`src/hw/rtl/npc_pkg.sv`:
```
// shared types, codes and constants for the nunchuk poll controller
package npc_pkg;

    localparam int FRAME_BYTES = 6;
    localparam int FRAME_W     = 8 * FRAME_BYTES;

    typedef enum logic [2:0] {
        OP_RESTART   = 3'd0,
        OP_TICK      = 3'd1,
        OP_READ_REQ  = 3'd2,
        OP_WRITE_DONE = 3'd3,
        OP_READ_DONE = 3'd4,
        OP_BUS_ERROR = 3'd5,
        OP_PROCESS   = 3'd6
    } op_t;

    typedef enum logic [4:0] {
        MODE_UNINIT  = 5'b00001,
        MODE_INIT    = 5'b00010,
        MODE_READY   = 5'b00100,
        MODE_READING = 5'b01000,
        MODE_ERROR   = 5'b10000
    } mode_t;

    localparam logic [2:0] CS_UNINIT  = 3'd0;
    localparam logic [2:0] CS_INIT    = 3'd1;
    localparam logic [2:0] CS_READY   = 3'd2;
    localparam logic [2:0] CS_READING = 3'd3;
    localparam logic [2:0] CS_ERROR   = 3'd4;

    localparam logic [2:0] ST_OK        = 3'd0;
    localparam logic [2:0] ST_NOT_READY = 3'd1;
    localparam logic [2:0] ST_BUSY      = 3'd2;
    localparam logic [2:0] ST_NO_DATA   = 3'd3;
    localparam logic [2:0] ST_ERR       = 3'd4;
    localparam logic [2:0] ST_TIMEOUT   = 3'd5;
    localparam logic [2:0] ST_BAD       = 3'd6;

    localparam logic [1:0] KIND_NONE  = 2'd0;
    localparam logic [1:0] KIND_WRITE = 2'd1;
    localparam logic [1:0] KIND_READ  = 2'd2;

    localparam logic [2:0] CFG_TYPE       = 3'd0;
    localparam logic [2:0] CFG_MAX_ERRORS = 3'd1;
    localparam logic [2:0] CFG_INIT_TO    = 3'd2;
    localparam logic [2:0] CFG_READ_TO    = 3'd3;
    localparam logic [2:0] CFG_RECOVER    = 3'd4;
    localparam logic [2:0] CFG_XOR        = 3'd5;
    localparam logic [2:0] CFG_ADD        = 3'd6;

    localparam logic [15:0] BLACK_STEP0 = 16'hF055;
    localparam logic [15:0] BLACK_STEP1 = 16'hFB00;
    localparam logic [15:0] WHITE_STEP0 = 16'h4000;
    localparam logic [15:0] WHITE_STEP1 = 16'h0000;
    localparam logic [15:0] READ_POINTER = 16'h0000;

    typedef struct packed {
        logic        nunchuk_type;
        logic [7:0]  max_errors;
        logic [15:0] init_timeout_ms;
        logic [15:0] read_timeout_ms;
        logic [15:0] recover_delay_ms;
        logic [7:0]  decode_xor;
        logic [7:0]  decode_add;
    } cfg_t;

    typedef struct packed {
        logic [2:0]         opcode;
        logic [31:0]        now_ms;
        logic [FRAME_W-1:0] rx_frame;
        logic               start_accepted;
    } item_t;

    typedef struct packed {
        logic [7:0] joy_x;
        logic [7:0] joy_y;
        logic [9:0] accel_x;
        logic [9:0] accel_y;
        logic [9:0] accel_z;
        logic [1:0] buttons;
        logic       valid;
    } sample_t;

    typedef struct packed {
        logic [2:0]  ctrl_state;
        logic [2:0]  status;
        logic [1:0]  issue_kind;
        logic [1:0]  issue_len;
        logic [15:0] issue_bytes;
        sample_t     sample;
    } result_t;

    function automatic logic [2:0] mode_code(mode_t m);
        logic [2:0] c;
        unique case (m)
            MODE_UNINIT:  c = CS_UNINIT;
            MODE_INIT:    c = CS_INIT;
            MODE_READY:   c = CS_READY;
            MODE_READING: c = CS_READING;
            MODE_ERROR:   c = CS_ERROR;
            default:      c = CS_UNINIT;
        endcase
        return c;
    endfunction

endpackage

```
`src/hw/rtl/npc_if.sv`:
```
// request channel interfaces: input items, results and register writes
interface npc_item_if;
    import npc_pkg::*;
    logic               valid;
    logic               ready;
    logic [2:0]         opcode;
    logic [31:0]        now_ms;
    logic [FRAME_W-1:0] rx_frame;
    logic               start_accepted;
    modport source (output valid, opcode, now_ms, rx_frame, start_accepted, input ready);
    modport sink (input valid, opcode, now_ms, rx_frame, start_accepted, output ready);
endinterface

interface npc_result_if;
    logic        valid;
    logic        ready;
    logic [2:0]  ctrl_state;
    logic [2:0]  status;
    logic [1:0]  issue_kind;
    logic [1:0]  issue_len;
    logic [15:0] issue_bytes;
    logic [7:0]  joy_x;
    logic [7:0]  joy_y;
    logic [9:0]  accel_x;
    logic [9:0]  accel_y;
    logic [9:0]  accel_z;
    logic [1:0]  buttons;
    logic        sample_valid;
    modport source (output valid, ctrl_state, status, issue_kind, issue_len, issue_bytes,
                    joy_x, joy_y, accel_x, accel_y, accel_z, buttons, sample_valid,
                    input ready);
    modport sink (input valid, ctrl_state, status, issue_kind, issue_len, issue_bytes,
                  joy_x, joy_y, accel_x, accel_y, accel_z, buttons, sample_valid,
                  output ready);
endinterface

interface npc_cfg_if;
    logic        valid;
    logic        ready;
    logic [2:0]  index;
    logic [15:0] data;
    modport source (output valid, index, data, input ready);
    modport sink (input valid, index, data, output ready);
endinterface

```
`src/hw/rtl/nunchuk_poll_controller.sv`:
```
// top level: input register, controller core, result register and config port
// result path: the accepted request is held in the input register, and its result in the result register
// throughput: one request per cycle while no result waits unread; the whole state update is one pass of the core logic
// a result waiting in the output register stalls the core; one more request can enter
// reset: asynchronous, clears all controller state and loads register defaults
// no memory clearing pass after reset
module nunchuk_poll_controller (
    input  logic          clk,
    input  logic          rst_n,
    npc_item_if.sink      item,
    npc_result_if.source  result,
    npc_cfg_if.sink       cfg
);
    import npc_pkg::*;

    item_t   item_reg;
    logic    item_valid_reg;
    result_t res_reg;
    logic    res_valid_reg;
    result_t core_res;
    cfg_t    cfg_regs;
    logic    advance;

    assign advance    = item_valid_reg && (!res_valid_reg || result.ready);
    assign item.ready = !item_valid_reg || advance;

    npc_cfg_regs u_cfg (
        .clk   (clk),
        .rst_n (rst_n),
        .cfg   (cfg),
        .regs  (cfg_regs)
    );

    npc_core u_core (
        .clk     (clk),
        .rst_n   (rst_n),
        .advance (advance),
        .item    (item_reg),
        .cfg     (cfg_regs),
        .res     (core_res)
    );

    always_ff @(posedge clk or negedge rst_n)
    begin
        if (!rst_n)
        begin
            item_valid_reg <= 1'b0;
            res_valid_reg  <= 1'b0;
        end
        else
        begin
            if (item.ready)
                item_valid_reg <= item.valid;
            if (advance)
                res_valid_reg <= 1'b1;
            else if (result.ready)
                res_valid_reg <= 1'b0;
        end
    end

    always_ff @(posedge clk)
    begin
        if (item.valid && item.ready)
        begin
            item_reg.opcode         <= item.opcode;
            item_reg.now_ms         <= item.now_ms;
            item_reg.rx_frame       <= item.rx_frame;
            item_reg.start_accepted <= item.start_accepted;
        end
        if (advance)
            res_reg <= core_res;
    end

    assign result.valid        = res_valid_reg;
    assign result.ctrl_state   = res_reg.ctrl_state;
    assign result.status       = res_reg.status;
    assign result.issue_kind   = res_reg.issue_kind;
    assign result.issue_len    = res_reg.issue_len;
    assign result.issue_bytes  = res_reg.issue_bytes;
    assign result.joy_x        = res_reg.sample.joy_x;
    assign result.joy_y        = res_reg.sample.joy_y;
    assign result.accel_x      = res_reg.sample.accel_x;
    assign result.accel_y      = res_reg.sample.accel_y;
    assign result.accel_z      = res_reg.sample.accel_z;
    assign result.buttons      = res_reg.sample.buttons;
    assign result.sample_valid = res_reg.sample.valid;

endmodule

```
`src/hw/rtl/npc_cfg_regs.sv`:
```
// configuration register bank
module npc_cfg_regs (
    input  logic          clk,
    input  logic          rst_n,
    npc_cfg_if.sink       cfg,
    output npc_pkg::cfg_t regs
);
    import npc_pkg::*;

    cfg_t regs_reg;
    cfg_t regs_next;

    assign cfg.ready = 1'b1;
    assign regs      = regs_reg;

    always_comb
    begin
        regs_next = regs_reg;
        if (cfg.valid)
        begin
            unique case (cfg.index)
                CFG_TYPE:       regs_next.nunchuk_type     = cfg.data[0];
                CFG_MAX_ERRORS: regs_next.max_errors       = cfg.data[7:0];
                CFG_INIT_TO:    regs_next.init_timeout_ms  = cfg.data;
                CFG_READ_TO:    regs_next.read_timeout_ms  = cfg.data;
                CFG_RECOVER:    regs_next.recover_delay_ms = cfg.data;
                CFG_XOR:        regs_next.decode_xor       = cfg.data[7:0];
                CFG_ADD:        regs_next.decode_add       = cfg.data[7:0];
                default:        regs_next = regs_reg;
            endcase
        end
    end

    always_ff @(posedge clk or negedge rst_n)
    begin
        if (!rst_n)
        begin
            regs_reg.nunchuk_type     <= 1'b0;
            regs_reg.max_errors       <= 8'd5;
            regs_reg.init_timeout_ms  <= 16'd5000;
            regs_reg.read_timeout_ms  <= 16'd1000;
            regs_reg.recover_delay_ms <= 16'd2000;
            regs_reg.decode_xor       <= 8'd23;
            regs_reg.decode_add       <= 8'd23;
        end
        else
        begin
            regs_reg <= regs_next;
        end
    end

endmodule

```
`src/hw/rtl/npc_frame_dec.sv`:
```
// frame check and byte decode of a captured six-byte frame
module npc_frame_dec (
    input  logic [npc_pkg::FRAME_W-1:0] raw,
    input  logic [7:0]                  xor_key,
    input  logic [7:0]                  add_key,
    output logic                        frame_ok,
    output npc_pkg::sample_t            sample
);
    import npc_pkg::*;

    logic [7:0] b [FRAME_BYTES];
    logic [7:0] d [FRAME_BYTES];
    logic [FRAME_BYTES-1:0] diff;

    always_comb
    begin
        for (int i = 0; i < FRAME_BYTES; i++)
        begin
            b[i]    = raw[FRAME_W-1-8*i -: 8];
            d[i]    = (b[i] ^ xor_key) + add_key;
            diff[i] = (b[i] != b[0]);
        end
    end

    assign frame_ok = |diff;

    always_comb
    begin
        sample.joy_x   = d[0];
        sample.joy_y   = d[1];
        sample.accel_x = {d[2], d[5][3:2]};
        sample.accel_y = {d[3], d[5][5:4]};
        sample.accel_z = {d[4], d[5][7:6]};
        sample.buttons = {~d[5][1], ~d[5][0]};
        sample.valid   = 1'b1;
    end

endmodule

```
`src/hw/rtl/npc_core.sv`:
```
// controller state and single-pass next-state and result logic
module npc_core (
    input  logic             clk,
    input  logic             rst_n,
    input  logic             advance,
    input  npc_pkg::item_t   item,
    input  npc_pkg::cfg_t    cfg,
    output npc_pkg::result_t res
);
    import npc_pkg::*;

    typedef struct packed {
        logic [2:0]  status;
        logic        start;
        logic [1:0]  len;
        logic [15:0] bytes;
        logic [7:0]  tally;
        logic        to_error;
    } init_res_t;

    mode_t               mode_reg, mode_next;
    logic [1:0]          idx_reg, idx_next;
    logic [7:0]          tally_reg, tally_next;
    logic                idle_reg, idle_next;
    logic                pend_reg, pend_next;
    logic [31:0]         dead_reg, dead_next;
    logic [31:0]         last_reg, last_next;
    logic [FRAME_W-1:0]  raw_reg, raw_next;
    sample_t             samp_reg, samp_next;

    logic    frame_ok;
    sample_t dec_sample;

    npc_frame_dec u_dec (
        .raw      (raw_reg),
        .xor_key  (cfg.decode_xor),
        .add_key  (cfg.decode_add),
        .frame_ok (frame_ok),
        .sample   (dec_sample)
    );

    function automatic logic [7:0] sat_inc(logic [7:0] v);
        return (v != 8'hFF) ? v + 8'd1 : v;
    endfunction

    function automatic init_res_t next_init_write(logic [1:0] idx, logic [7:0] tally,
                                                  logic acc, logic typ, logic [7:0] maxe);
        init_res_t r;
        r.status   = ST_OK;
        r.start    = 1'b0;
        r.len      = 2'd2;
        r.bytes    = BLACK_STEP0;
        r.tally    = tally;
        r.to_error = 1'b0;
        if (typ)
        begin
            r.len   = idx[0] ? 2'd1 : 2'd2;
            r.bytes = idx[0] ? WHITE_STEP1 : WHITE_STEP0;
        end
        else
        begin
            r.bytes = idx[0] ? BLACK_STEP1 : BLACK_STEP0;
        end
        if (idx[1])
        begin
            r.status = ST_BAD;
        end
        else if (!acc)
        begin
            r.tally    = sat_inc(tally);
            r.to_error = (r.tally >= maxe);
            r.status   = ST_ERR;
        end
        else
        begin
            r.start = 1'b1;
        end
        return r;
    endfunction

    logic        do_restart;
    logic        do_init;
    logic        keep_status;
    logic [31:0] past;
    logic [31:0] since;
    init_res_t   ir;
    logic [2:0]  st;
    logic [1:0]  kind;
    logic [1:0]  len;
    logic [15:0] bytes;

    always_comb
    begin
        mode_next   = mode_reg;
        idx_next    = idx_reg;
        tally_next  = tally_reg;
        idle_next   = idle_reg;
        pend_next   = pend_reg;
        dead_next   = dead_reg;
        last_next   = last_reg;
        raw_next    = raw_reg;
        samp_next   = samp_reg;
        st          = ST_OK;
        kind        = KIND_NONE;
        len         = 2'd0;
        bytes       = 16'd0;
        do_restart  = 1'b0;
        do_init     = 1'b0;
        keep_status = 1'b0;
        past        = item.now_ms - dead_reg;
        since       = item.now_ms - last_reg;
        ir          = '0;

        unique case (item.opcode)
            OP_RESTART:
            begin
                do_restart = 1'b1;
            end
            OP_TICK:
            begin
                if (mode_reg == MODE_INIT)
                begin
                    if (past != 32'd0 && !past[31])
                    begin
                        mode_next = MODE_ERROR;
                        st        = ST_TIMEOUT;
                    end
                end
                else if (mode_reg == MODE_READING)
                begin
                    if (since > {16'd0, cfg.read_timeout_ms})
                    begin
                        mode_next  = MODE_READY;
                        idle_next  = 1'b1;
                        tally_next = sat_inc(tally_reg);
                    end
                end
                else if (mode_reg == MODE_ERROR)
                begin
                    if (since > {16'd0, cfg.recover_delay_ms})
                        do_restart = 1'b1;
                end
            end
            OP_READ_REQ:
            begin
                if (mode_reg != MODE_READY)
                    st = ST_NOT_READY;
                else if (!idle_reg)
                    st = ST_BUSY;
                else if (!item.start_accepted)
                begin
                    tally_next = sat_inc(tally_reg);
                    st         = ST_ERR;
                end
                else
                begin
                    kind      = KIND_WRITE;
                    len       = 2'd1;
                    bytes     = READ_POINTER;
                    idle_next = 1'b0;
                    mode_next = MODE_READING;
                    last_next = item.now_ms;
                end
            end
            OP_WRITE_DONE:
            begin
                idle_next = 1'b1;
                if (mode_reg == MODE_INIT)
                begin
                    if (idx_reg != 2'd3)
                        idx_next = idx_reg + 2'd1;
                    if (!idx_next[1])
                        do_init = 1'b1;
                    else
                    begin
                        mode_next = MODE_READY;
                        last_next = item.now_ms;
                    end
                end
                else if (mode_reg == MODE_READING)
                begin
                    if (!item.start_accepted)
                    begin
                        mode_next  = MODE_READY;
                        tally_next = sat_inc(tally_reg);
                        st         = ST_ERR;
                    end
                    else
                    begin
                        kind      = KIND_READ;
                        idle_next = 1'b0;
                    end
                end
            end
            OP_READ_DONE:
            begin
                raw_next  = item.rx_frame;
                idle_next = 1'b1;
                pend_next = 1'b1;
                mode_next = MODE_READY;
            end
            OP_BUS_ERROR:
            begin
                idle_next  = 1'b1;
                tally_next = sat_inc(tally_reg);
                st         = ST_ERR;
                if (tally_next >= cfg.max_errors)
                    mode_next = MODE_ERROR;
                else if (mode_reg == MODE_INIT)
                begin
                    do_init     = 1'b1;
                    keep_status = 1'b1;
                end
                else
                    mode_next = MODE_READY;
            end
            OP_PROCESS:
            begin
                if (!pend_reg)
                    st = ST_NO_DATA;
                else if (frame_ok)
                begin
                    samp_next  = dec_sample;
                    pend_next  = 1'b0;
                    last_next  = item.now_ms;
                    tally_next = 8'd0;
                end
                else
                begin
                    samp_next.valid = 1'b0;
                    pend_next       = 1'b0;
                    tally_next      = sat_inc(tally_reg);
                    if (tally_next >= cfg.max_errors)
                        mode_next = MODE_ERROR;
                    st = ST_ERR;
                end
            end
            default:
            begin
                st = ST_BAD;
            end
        endcase

        if (do_restart)
        begin
            mode_next  = MODE_INIT;
            idx_next   = 2'd0;
            tally_next = 8'd0;
            idle_next  = 1'b1;
            pend_next  = 1'b0;
            last_next  = 32'd0;
            raw_next   = '0;
            samp_next  = '0;
            dead_next  = item.now_ms + {16'd0, cfg.init_timeout_ms};
            do_init    = 1'b1;
        end

        if (do_init)
        begin
            ir = next_init_write(idx_next, tally_next, item.start_accepted,
                                 cfg.nunchuk_type, cfg.max_errors);
            tally_next = ir.tally;
            if (ir.to_error)
                mode_next = MODE_ERROR;
            if (ir.start)
            begin
                idle_next = 1'b0;
                kind      = KIND_WRITE;
                len       = ir.len;
                bytes     = ir.bytes;
            end
            if (!keep_status)
                st = ir.status;
        end
    end

    always_comb
    begin
        res.ctrl_state  = mode_code(mode_next);
        res.status      = st;
        res.issue_kind  = kind;
        res.issue_len   = len;
        res.issue_bytes = bytes;
        res.sample      = samp_next;
    end

    always_ff @(posedge clk or negedge rst_n)
    begin
        if (!rst_n)
        begin
            mode_reg  <= MODE_UNINIT;
            idx_reg   <= 2'd0;
            tally_reg <= 8'd0;
            idle_reg  <= 1'b1;
            pend_reg  <= 1'b0;
            dead_reg  <= 32'd0;
            last_reg  <= 32'd0;
            raw_reg   <= '0;
            samp_reg  <= '0;
        end
        else if (advance)
        begin
            mode_reg  <= mode_next;
            idx_reg   <= idx_next;
            tally_reg <= tally_next;
            idle_reg  <= idle_next;
            pend_reg  <= pend_next;
            dead_reg  <= dead_next;
            last_reg  <= last_next;
            raw_reg   <= raw_next;
            samp_reg  <= samp_next;
        end
    end

`ifndef ASSERT_OFF
    a_issue_needs_accept: assert property (@(posedge clk) disable iff (!rst_n)
        advance && res.issue_kind != KIND_NONE |-> item.start_accepted)
        else $error("transfer issued without master acceptance");

    a_read_done_ready: assert property (@(posedge clk) disable iff (!rst_n)
        advance && item.opcode == OP_READ_DONE |=> pend_reg && idle_reg
            && mode_reg == MODE_READY)
        else $error("read done did not leave a pending frame in ready");

    a_len_only_write: assert property (@(posedge clk) disable iff (!rst_n)
        res.issue_len != 2'd0 |-> res.issue_kind == KIND_WRITE)
        else $error("write length without a write");

    a_restart_clears: assert property (@(posedge clk) disable iff (!rst_n)
        advance && item.opcode == OP_RESTART |=> !pend_reg && !samp_reg.valid
            && idx_reg == 2'd0)
        else $error("restart left stale frame state");
`endif

endmodule

```
`src/flat_wrapper.sv`:
```
// flat-port wrapper written by rule: the top's interface ports become plain ports
module nunchuk_poll_controller_flat import npc_pkg::*;
  (clk, rst_n, item_valid, item_opcode, item_now_ms, item_rx_frame, item_start_accepted, item_ready, result_valid, result_ctrl_state, result_status, result_issue_kind, result_issue_len, result_issue_bytes, result_joy_x, result_joy_y, result_accel_x, result_accel_y, result_accel_z, result_buttons, result_sample_valid, result_ready, cfg_valid, cfg_index, cfg_data, cfg_ready);
  npc_item_if item_i ();
  npc_result_if result_i ();
  npc_cfg_if cfg_i ();
  input  logic clk;
  input  logic rst_n;
  input wire logic [$bits(item_i.valid)-1:0] item_valid;
  input wire logic [$bits(item_i.opcode)-1:0] item_opcode;
  input wire logic [$bits(item_i.now_ms)-1:0] item_now_ms;
  input wire logic [$bits(item_i.rx_frame)-1:0] item_rx_frame;
  input wire logic [$bits(item_i.start_accepted)-1:0] item_start_accepted;
  output wire logic [$bits(item_i.ready)-1:0] item_ready;
  output wire logic [$bits(result_i.valid)-1:0] result_valid;
  output wire logic [$bits(result_i.ctrl_state)-1:0] result_ctrl_state;
  output wire logic [$bits(result_i.status)-1:0] result_status;
  output wire logic [$bits(result_i.issue_kind)-1:0] result_issue_kind;
  output wire logic [$bits(result_i.issue_len)-1:0] result_issue_len;
  output wire logic [$bits(result_i.issue_bytes)-1:0] result_issue_bytes;
  output wire logic [$bits(result_i.joy_x)-1:0] result_joy_x;
  output wire logic [$bits(result_i.joy_y)-1:0] result_joy_y;
  output wire logic [$bits(result_i.accel_x)-1:0] result_accel_x;
  output wire logic [$bits(result_i.accel_y)-1:0] result_accel_y;
  output wire logic [$bits(result_i.accel_z)-1:0] result_accel_z;
  output wire logic [$bits(result_i.buttons)-1:0] result_buttons;
  output wire logic [$bits(result_i.sample_valid)-1:0] result_sample_valid;
  input wire logic [$bits(result_i.ready)-1:0] result_ready;
  input wire logic [$bits(cfg_i.valid)-1:0] cfg_valid;
  input wire logic [$bits(cfg_i.index)-1:0] cfg_index;
  input wire logic [$bits(cfg_i.data)-1:0] cfg_data;
  output wire logic [$bits(cfg_i.ready)-1:0] cfg_ready;
  assign item_i.valid = item_valid;
  assign item_i.opcode = item_opcode;
  assign item_i.now_ms = item_now_ms;
  assign item_i.rx_frame = item_rx_frame;
  assign item_i.start_accepted = item_start_accepted;
  assign item_ready = item_i.ready;
  assign result_valid = result_i.valid;
  assign result_ctrl_state = result_i.ctrl_state;
  assign result_status = result_i.status;
  assign result_issue_kind = result_i.issue_kind;
  assign result_issue_len = result_i.issue_len;
  assign result_issue_bytes = result_i.issue_bytes;
  assign result_joy_x = result_i.joy_x;
  assign result_joy_y = result_i.joy_y;
  assign result_accel_x = result_i.accel_x;
  assign result_accel_y = result_i.accel_y;
  assign result_accel_z = result_i.accel_z;
  assign result_buttons = result_i.buttons;
  assign result_sample_valid = result_i.sample_valid;
  assign result_i.ready = result_ready;
  assign cfg_i.valid = cfg_valid;
  assign cfg_i.index = cfg_index;
  assign cfg_i.data = cfg_data;
  assign cfg_ready = cfg_i.ready;
  nunchuk_poll_controller u_core (.clk(clk), .rst_n(rst_n), .item(item_i), .result(result_i), .cfg(cfg_i));
endmodule
```
`config.mk`:
```
export PLATFORM = sky130hd
export DESIGN_NAME = nunchuk_poll_controller_flat
export DESIGN_NICKNAME = d
export VERILOG_FILES = /design/src/hw/rtl/npc_pkg.sv /design/src/hw/rtl/npc_if.sv /design/src/hw/rtl/nunchuk_poll_controller.sv /design/src/hw/rtl/npc_cfg_regs.sv /design/src/hw/rtl/npc_frame_dec.sv /design/src/hw/rtl/npc_core.sv /design/src/flat_wrapper.sv
export SDC_FILE = /design/constraint.sdc
export NUM_CORES = 1
export LEC_CHECK = 0
export BUFFER_PORTS_ARGS = -buffer_cell sky130_fd_sc_hd__buf_2
export CAP_MARGIN = 10
export CORE_MARGIN = 3
export CORE_UTILIZATION = 50
export CTS_CLUSTER_SIZE = 28
export DETAILED_ROUTE_END_ITERATION = 10
export PLACE_DENSITY = 0.68
export SYNTH_ARGS = -nofsm -noshare
export SYNTH_HDL_FRONTEND = slang
export SYNTH_SLANG_ARGS = --single-unit
export TNS_END_PERCENT = 50
```
`constraint.sdc`:
```
create_clock -name clk -period 13.8 [get_ports clk]
set_input_delay 1.38 -clock clk [delete_from_list [all_inputs] [get_ports clk]]
set_output_delay 1.38 -clock clk [all_outputs]
set_load 0.02 [all_outputs]
```
Word-level counts from Yosys, hierarchy flattened --
Cells that the tools add are included.
Storage, ports and cells: input port bits 108, word-level logic and storage cells 251, register bits after elaboration 412
Operators by class: bitwise logic cells 8, reduce and logical (&&, ||, !) cells 30, eq/ne operators 35, multiplexer cells 122, $add $sub $neg 12, order comparisons 4
Operator list (count):
- 32-bit 2-to-1 mux | 8
- 49-bit 2-to-1 mux | 3
- 48-bit 2-to-1 mux | 3
- 8-bit 2-to-1 mux | 14
- 32-bit one-hot mux with 3 select lines | 1
- 5-bit 2-to-1 mux | 19
- 32-bit by 16-bit > comparator with 1-bit output | 2
- 32-bit subtractor | 2
- 8-bit adder | 6
- 8-bit XOR | 6
- 8-bit inequality test | 5
- 8-bit one-hot mux with 5 select lines | 1
- 3-bit 2-to-1 mux | 12
- 32-bit by 16-bit adder with 32-bit output | 1
- 1-bit 2-to-1 mux | 32
- 32-bit nonzero test | 1
- 2-bit 2-to-1 mux | 15
- 5-bit one-hot mux with 6 select lines | 1
- 9-bit 2-to-1 mux | 3
- 2-bit AND reduction | 11
- 3-bit == test (second input constant) | 6
- 3-bit inequality test (second input constant) | 6
- 3-bit one-hot mux with 6 select lines | 1
- 8-bit by 1-bit adder with 8-bit output (second input constant) | 2
- other kinds (30) | 50

Logic depth before layout (Yosys ltp) --
Gate-level depths: netlist of the first run.
depth after elaboration 18, mapped depth 44

Hierarchy --
Synthesis of the first run repeated with hierarchy kept, for this count alone.
Unflattened totals: cell total of the unflattened synthesis 2549, area, all modules 25660.9 um2
Modules (own cells, without submodules):
- npc_core | cells each 1901, sequential area each 4456.8 um2, area an instance 15424.8 um2, times used 1
- nunchuk_poll_controller | cells each 167, sequential area each 4824.6 um2, area an instance 4878.4 um2, times used 1
- npc_cfg_regs | cells each 162, sequential area each 1860.5 um2, area an instance 2901.5 um2, times used 1
- npc_frame_dec | cells each 319, sequential area each 0.0 um2, area an instance 2456.1 um2, times used 1

Worst setup path after synthesis of the first run --
Ideal clock, no wire load.
kind reg-to-reg, from register u_core.item_reg[55] (netlist name), to register u_core.res_reg (netlist bit u_core.result.ctrl_state[1]), data pin, stages on the path, launching flop included 43, buffers on the path 2, period minus slack after synthesis 7.813 ns, path slack 5.987 ns, arrival 7.631 ns, data required time 13.618 ns, path through edfxtp_1 ha_1 a21o_1 or3_4 o21ai_0 o21ai_0 a21oi_1 xnor2_1 ha_1 a21o_1 a21o_1 a21o_1 a211oi_1 o21ai_0 a22oi_1 nand3_1 nor4_4 and3_1 [7 not listed] nand2b_4 buf_6 mux2_1 ha_1 a21oi_1 nor2b_1 o21ai_0 nand2b_1 a21oi_1 nor2b_1 o21ai_0 nand2b_1 a21oi_1 o21a_1 and3_1 clkbuf_1 xor2_1 nor4b_1
On the way: cells in the longest elaborated chain, start to end 18, elaborated cells between the ends (all ways) 39
RTL lines:
- from (decl) | line nunchuk_poll_controller.sv:16 | item_t item_reg;
- 32-bit subtractor | line npc_core.sv:111 | since = item.now_ms - last_reg;
- 32-bit by 16-bit > comparator with 1-bit output | line npc_core.sv:140 | if (since > {16'd0, cfg.recover_delay_ms})
- 1-bit 2-to-1 mux | line npc_core.sv:140
- 1-bit 2-to-1 mux | line npc_core.sv:138 | else if (mode_reg == MODE_ERROR)
- 1-bit 2-to-1 mux | line npc_core.sv:129 | else if (mode_reg == MODE_READING)
- 1-bit 2-to-1 mux | line npc_core.sv:121 | if (mode_reg == MODE_INIT)
- 1-bit one-hot mux with 2 select lines | line npc_core.sv:114 | unique case (item.opcode)
- 8-bit 2-to-1 mux | line npc_core.sv:244 | if (do_restart)
- [2 not listed]
- 8-bit greater-or-equal comparator | line npc_core.sv:71 | r.to_error = (r.tally >= maxe);
- 9-bit 2-to-1 mux | line npc_core.sv:68 | else if (!acc)
- 9-bit 2-to-1 mux | line npc_core.sv:64 | if (idx[1])
- 9-bit 2-to-1 mux | line npc_core.sv:258 | if (do_init)
- 5-bit 2-to-1 mux | line npc_core.sv:263 | if (ir.to_error)
- 5-bit 2-to-1 mux * | line npc_core.sv:258
- 5-bit == test (tied with other cells) | line npc_pkg.sv:95 | unique case (m)
- 3-bit one-hot mux with 4 select lines * | line npc_pkg.sv:95
- to (signal assigned) | line nunchuk_poll_controller.sv:71 | res_reg <= core_res;
- to (decl) | line nunchuk_poll_controller.sv:18 | result_t res_reg;
Mark *: on every way between the ends. The rest lies on a longest branch, timed or not. The select of a mux whose other input is x is not followed. A chain may end at the register's enable or synchronous reset.

Worst setup path after layout of the first run --
Ends and elaborated chain as after synthesis.

==> flow_summary.yaml, run 1 <==
detailed_routing:
  drc: 0
  vias_per_cell: 5.812
  vias: 20050
  firstDrtPassIters: 5
  wl_per_cell_um: 20.02
  routed_wl_mm: 69.07
  drt_iter0_drc: 1572
  final_antenna_net_count: 0
clock_tree:
  cts_tree: "built"
  clkTransAtPathRegs_ns: 0.06
  numCtsBuffers: 45
  clock_sinks: 399
  root_buffer: "clkbuf_16"
  post-cts-setup-buffers: 0
  post_cts_resized: 0
  ctsHtreeMaxLevel: 2
  cts_hold_buf: 0
  clock_path_buffers: 3
  clkLatencyLatePin_ns: 0.60
sta:
  setup_violations: 0
  tightest_slew_ns: 1.023
  fin_crit_sh_pct: 65.62
  rsz0062_at_grt: "no"
  period_needed_ns: 9.055
  holdWs_ns: 0.4776
  setup_tns_ns: 0
  fin_skew_ns: 0.02809
  max-slew-margin-rel_pct: 30.04
  max_freq_mhz: 110.4
  hold_viol_final: 0
  drv_slew: 0
global_routing:
  grt_pass1_vias: 19390
  grt-ovfl-total: 0
  grt_pass1_wl_mm: 109.1
  antenna_found_initial: 3
  grt_max_degree: 166
  grt.total_usage_pct: 25.87
placement:
  hpwl_mm: 52.07
  gp_routability_congestion: 0.9312
  dp_cells: 3366
  numPortBuffers: 179
run_status:
  outcome: "complete, no violations"
synth:
  synth-seq-area-share_pct: 43.07
  synthesis.area_mm2: 0.02496
  syn_inst: 2630
  synthArstFlopShare_pct: 63.41
  yosysWarnings: 0
  synth_fa_ha_area_share_pct: 9.242
  syn_avg_cell_area_um2: 9.492
  synth-compound-area-share_pct: 17.16
  ys_ff_latch: 399
  synth-edff-count: 146
  synth_flop_cell: "dfrtp_1"
  muxShareOfSynthArea_pct: 4.817
  synth_top_family_by_area: "compound AO/OA/AOI/OAI gates"
  synth_cell_types: 92
  synth-simple-area-share_pct: 15.91
  synthXorXnorAreaFrac_pct: 5.087
setup_path:
  cp_slowest_cell: "a22oi_1"
  reg2reg_depth: 38
  cp_max_fo: 10
  critPathLaunchType: "flop"
  worstPathArrival_ns: 9.45
  critPathMaxStageDelay_ns: 0.48
  cp_common_cell: "o21ai_0"
  crit_path_end_kind: "flop"
  crit_type: "flop to flop"
  worstPathRequired_ns: 14.20
cells_and_area:
  regArea_mm2: 0.01075
  n_fill_cell: 4319
  layout_common_cells: "nand2_1, dfrtp_1, nor2_1"
  largest_reg_flops: 84
  drive_gt1_share_pct: 14.36
  instances_no_fill: 3450
  area_growth_syn_to_layout_pct: 11.62
  layout.nets: 3036
  multi_input_area_mm2: 0.01313
  final_common_cell: "nand2_1"
pwr:
  power_leakage_nw: 12.09
  peakVddDrop_mv: 0.1300
  p_total_mw: 5.578
  cellPowerDensity_mw_per_mm2: 200.2
floorplanning:
  row_count: 81
  coreArea_mm2: 0.04915
  dieWidth_um: 229.4
  die_h_um: 229.4
  die_area_mm2: 0.05265
  initial_utilization_pct: 50.79
  ios: 186
min_path:
  hp-class: "flop to flop"
  hold_depth: 2
run:
  cap_violations: 0
## Yosys cell counts (7+ instances only)
| library cell | number | area (um2) |
|---|---|---|
| nor2b_1 | 28 | 175.2 |
| edfxtp_1 | 146 | 4384 |
| or4_1 | 13 | 97.59 |
| a31oi_1 | 20 | 125.1 |
| dfstp_2 | 29 | 762.0 |
| o21ai_0 | 190 | 950.9 |
| a21oi_1 | 160 | 800.8 |
| nand2_1 | 303 | 1137 |
| nand2b_1 | 32 | 200.2 |
| o22ai_1 | 11 | 68.82 |
| clkbuf_1 | 98 | 367.9 |
| and3_1 | 31 | 193.9 |
| o31ai_1 | 46 | 345.3 |
| ha_1 | 170 | 2127 |
| a22oi_1 | 8 | 60.06 |
| o21bai_1 | 20 | 150.1 |
| nand3b_1 | 9 | 67.56 |
| nand3_1 | 47 | 235.2 |
| mux2i_1 | 47 | 470.5 |
| or2_2 | 10 | 62.56 |
| dfrtp_1 | 224 | 5605 |
| a211oi_1 | 23 | 172.7 |
| o21ai_1 | 11 | 55.05 |
| fa_1 | 9 | 180.2 |
| o21a_1 | 25 | 187.7 |
| buf_4 | 14 | 105.1 |
| buf_2 | 7 | 35.03 |
| and2_1 | 17 | 106.4 |
| inv_1 | 163 | 611.8 |
| nand4_1 | 34 | 212.7 |
| or3_1 | 11 | 68.82 |
| a21o_1 | 48 | 360.4 |
| nor4_1 | 11 | 68.82 |
| nor3_1 | 45 | 225.2 |
| xor2_1 | 68 | 595.6 |
| nor2_1 | 207 | 777.0 |
| o211ai_1 | 20 | 150.1 |
| o2111ai_1 | 10 | 87.58 |
| xnor2_1 | 77 | 674.4 |
| mux2_2 | 64 | 720.7 |
## report_power, final
part	switching, mW	internal, mW	leakage, nW
Clock	0.504	0.703	0.717
Combinational	1.53	1.01	6.82
Sequential	0.251	1.58	4.56
Total	2.29	3.29	12.1
## area by class of cell
class | count | area share (%)
diodes | 1 | 0.008980
clock buffers | 59 | 4.373
clock inverters | 24 | 1.006
inverters | 164 | 2.214
multi-input cells | 1944 | 47.11
flip-flops and latches | 399 | 38.58
well taps | 664 | 2.981
repair buffers | 195 | 3.727
## final timing paths
kind | startpoint | slack (ns) | end
min in group asynchronous | rst_n | 0.79 | u_core.u_core.mode_reg[1]
max in group asynchronous | rst_n | 11.62 | u_core.u_cfg.regs[32]
worst max register to register | u_core.item_reg[55] | 4.74 | u_core.result.ctrl_state[1]
worst min-delay path | u_core.u_core.samp_reg[13] | 0.48 | u_core.u_core.samp_reg[13]
worst max-delay path | u_core.item_reg[55] | 4.74 | u_core.result.ctrl_state[1]
worst min register to register | u_core.u_core.samp_reg[13] | 0.48 | u_core.u_core.samp_reg[13]
## per-layer routing
layer | GRT usage [%] | part of all wire, % | vias up
met5 | 0 | 0 | -
met4 | 6.941 | 2.4 | 0
met3 | 2.998 | 5.4 | 99
met2 | 41.10 | 46 | 582
met1 | 37.65 | 47 | 9703
li1 | - | - | 9669
## critical path: cells and delay by family (launching register included)
family                   cells  cell delay, ns
AO/OA/AOI/OAI               14            3.17
buffers and inverters        1            0.06
multiplexers                 1            0.33
flip-flops                   1            0.45
AND/OR/NAND/NOR             16            3.33
adder cells (fa/ha/maj)      4            1.23
XOR/XNOR                     2            0.29
## per-stage QoR
step	setup slack [ns]	cell area [um2]	utilization, %
after global placement	4.913	26360	53.64
final	4.745	27870	56.69
after floorplan	5.987	24980	-
after global routing	3.794	27870	56.69
after detailed placement	4.790	26360	53.64
after CTS	4.743	27860	56.69
## cells by family (layout without fill, tap and decap cells)
family | count (synthesis) | after routing
AO/OA/AOI/OAI | 669 | 669
XOR/XNOR | 145 | 145
adder cells (fa/ha/maj) | 179 | 179
buffers and inverters | 291 | 442
flip-flops | 399 | 399
multiplexers | 112 | 112
other | 2 | 7
AND/OR/NAND/NOR | 833 | 833
Note: power is estimated with default switching activity, not from simulation.
==> inputs of run 2 (changes only) <==
Settings changed: PLACE_DENSITY 0.68 to 0.71.
Clock period 13.8 ns to 7.3 ns, I/O delays scaled along.
==> flow_summary.yaml, run 2 (synthesis results as in run 1) <==
sta:
  max_freq_mhz: 136.0
  hold_viol_final: 0
  fin_skew_ns: 0.02521
  period_needed_ns: 7.351
  setup_violations: 3
  drv_slew: 0
  fin_crit_sh_pct: 100.7
  max-slew-margin-rel_pct: 29.71
  fin_ws_ns: -0.05051
  tightest_slew_ns: 1.049
  rsz0062_at_grt: "yes"
  holdWs_ns: 0.1149
pwr:
  combPwrFrac_pct: 47.9
  p_clk_share_pct: 20.9
  seqPwrFrac_pct: 31.2
  switching_share_pct: 40.85
  p_total_mw: 11.06
  power_leakage_nw: 12.86
  peakVddDrop_mv: 0.2244
  p_sw_mw: 4.518
  cellPowerDensity_mw_per_mm2: 378.9
  intPower_mw: 6.542
setup_path:
  cp_slowest_cell: "edfxtp_1"
  r2r_end: "u_core.result.ctrl_state[1]"
  worstPathRequired_ns: 7.64
  crit_type: "flop to flop"
  ff2ff_setup_slack_ns: -0.05
  reg2reg_depth: 41
  crit_path_end_kind: "flop"
  timing.rr.start: "u_core.item_reg[50]"
  crit_path_start: "u_core.item_reg[50]"
  critPathMaxStageDelay_ns: 0.42
  cp_max_fo: 3
  worstPathArrival_ns: 7.69
  critPathLaunchType: "flop"
detailed_routing:
  final_antenna_net_count: 0
  drt_iter0_drc: 1674
  vias: 20800
  wl_per_cell_um: 20.26
  routed_wl_mm: 72.83
  vias_per_cell: 5.787
  drc: 0
  firstDrtPassIters: 5
global_routing:
  antenna_found_initial: 5
  grt_max_degree: 163
  grt-ovfl-total: 0
  grt.total_usage_pct: 27.15
  grt_pass1_vias: 20480
  grt_pass1_wl_mm: 114.2
clock_tree:
  clock_path_buffers: 3
  clock_sinks: 399
  clkTransAtPathRegs_ns: 0.06
  ctsHtreeMaxLevel: 2
  numCtsBuffers: 45
  clkLatencyLatePin_ns: 0.60
  cts_tree: "built"
  root_buffer: "clkbuf_16"
  cts_hold_buf: 0
floorplanning:
  ios: 186
  coreArea_mm2: 0.04915
  dieWidth_um: 229.4
  row_count: 81
  die_area_mm2: 0.05265
  initial_utilization_pct: 50.79
  die_h_um: 229.4
cells_and_area:
  area_growth_syn_to_layout_pct: 16.92
  largest_reg_flops: 84
  n_fill_cell: 4147
  instances_no_fill: 3594
  layout.nets: 3178
  drive_gt1_share_pct: 19.88
  layout_common_cells: "nand2_1, dfrtp_1, nor2_1"
  fin_util_pct: 59.38
  final_common_cell: "nand2_1"
placement:
  gp_routability_congestion: 0.9975
  numPortBuffers: 179
  dp_cells: 3480
  hpwl_mm: 54.90
run_status:
  violations: "negative setup slack"
  outcome: "complete, but fails checks"
run:
  cap_violations: 0
min_path:
  hp-class: "input pin to asynchronous set/reset pin"
[run 2: cell types whose count changed in the layout (fill, tap and decap cells not counted), sizes merged]
cell | before | now
buf | 195 | 337
clkbuf | 59 | 61
clkinv | 16 | 13
diode | 1 | 2
inv | 164 | 166
[run 2: worst max-delay path by stage]
stage | end | slack, ns | depth (start not counted)
2_1_floorplan | u_core.result.ctrl_state[1] | 0.004 | 42
3_3_place_gp | u_core.result.ctrl_state[1] | -0.005 | 41
3_5_place_dp | u_core.result.ctrl_state[1] | -0.28 | 40
4_1_cts | u_core.result.ctrl_state[1] | -0.15 | 41
5_1_grt | u_core.result.ctrl_state[1] | -0.50 | 42
6_report | u_core.result.ctrl_state[1] | -0.05 | 41
[run 2: worst max-delay path, delay by kind of cell (launching register included)]
kind,cells,cell delay [ns]
compound gates,20,3.27
fa+ha+maj,4,0.99
simple gates,13,1.89
flops,1,0.42
buf+inv,2,0.23
xor+xnor,2,0.29
[run 2: cell type report]
type | count | area (um2) | share of cell area, %
repair buffers | 337 | 2108 | 7.223
clock inverters | 23 | 286.5 | 0.9817
clock buffers | 61 | 1216 | 4.167
inverters | 164 | 616.8 | 2.113
multi-input cells | 1944 | 13370 | 45.82
well taps | 664 | 830.8 | 2.846
flip-flops and latches | 399 | 10750 | 36.84
diodes | 2 | 5.005 | 0.01715
[run 2: through the flow]
step	area (um2)	setup TNS, ns	setup slack (ns)
2_1_floorplan	25040	0	0.004483
3_3_place_gp	27270	-0.005221	-0.005221
3_5_place_dp	27270	-0.7872	-0.2778
4_1_cts	29000	-0.1913	-0.1476
5_1_grt	29190	-2.468	-0.4983
6_report	29190	-0.06767	-0.05051
[run 2: routing by layer]
layer	vias to the layer above	wire length, um	track usage (%)	part of all wire [%]
met1	10060	32640	38.82	45
li1	9935	-	-	-
met5	-	0	0	0
met4	0	1708	6.843	2.3
met2	690	33900	43.99	47
met3	111	4584	3.346	6.3
[run 2: what timing repair did]
action | CTS | global route
setup endpoints to repair | 5 | 8
pin swaps | 41 | 33
buffers inserted | 17 | 12
resized for setup | 19 | 24
endpoints found under the hold margin | 0 | 0
[run 2: power groups by stage]
stage	logic (mW)	clock network [mW]	registers (mW)
after global placement	4.89	0	3.45
after floorplan	3.45	0	3.41
after CTS	5.14	2.35	3.44
after global routing	5.85	2.44	3.52
final	5.30	2.31	3.45
after detailed placement	5.03	0	3.48
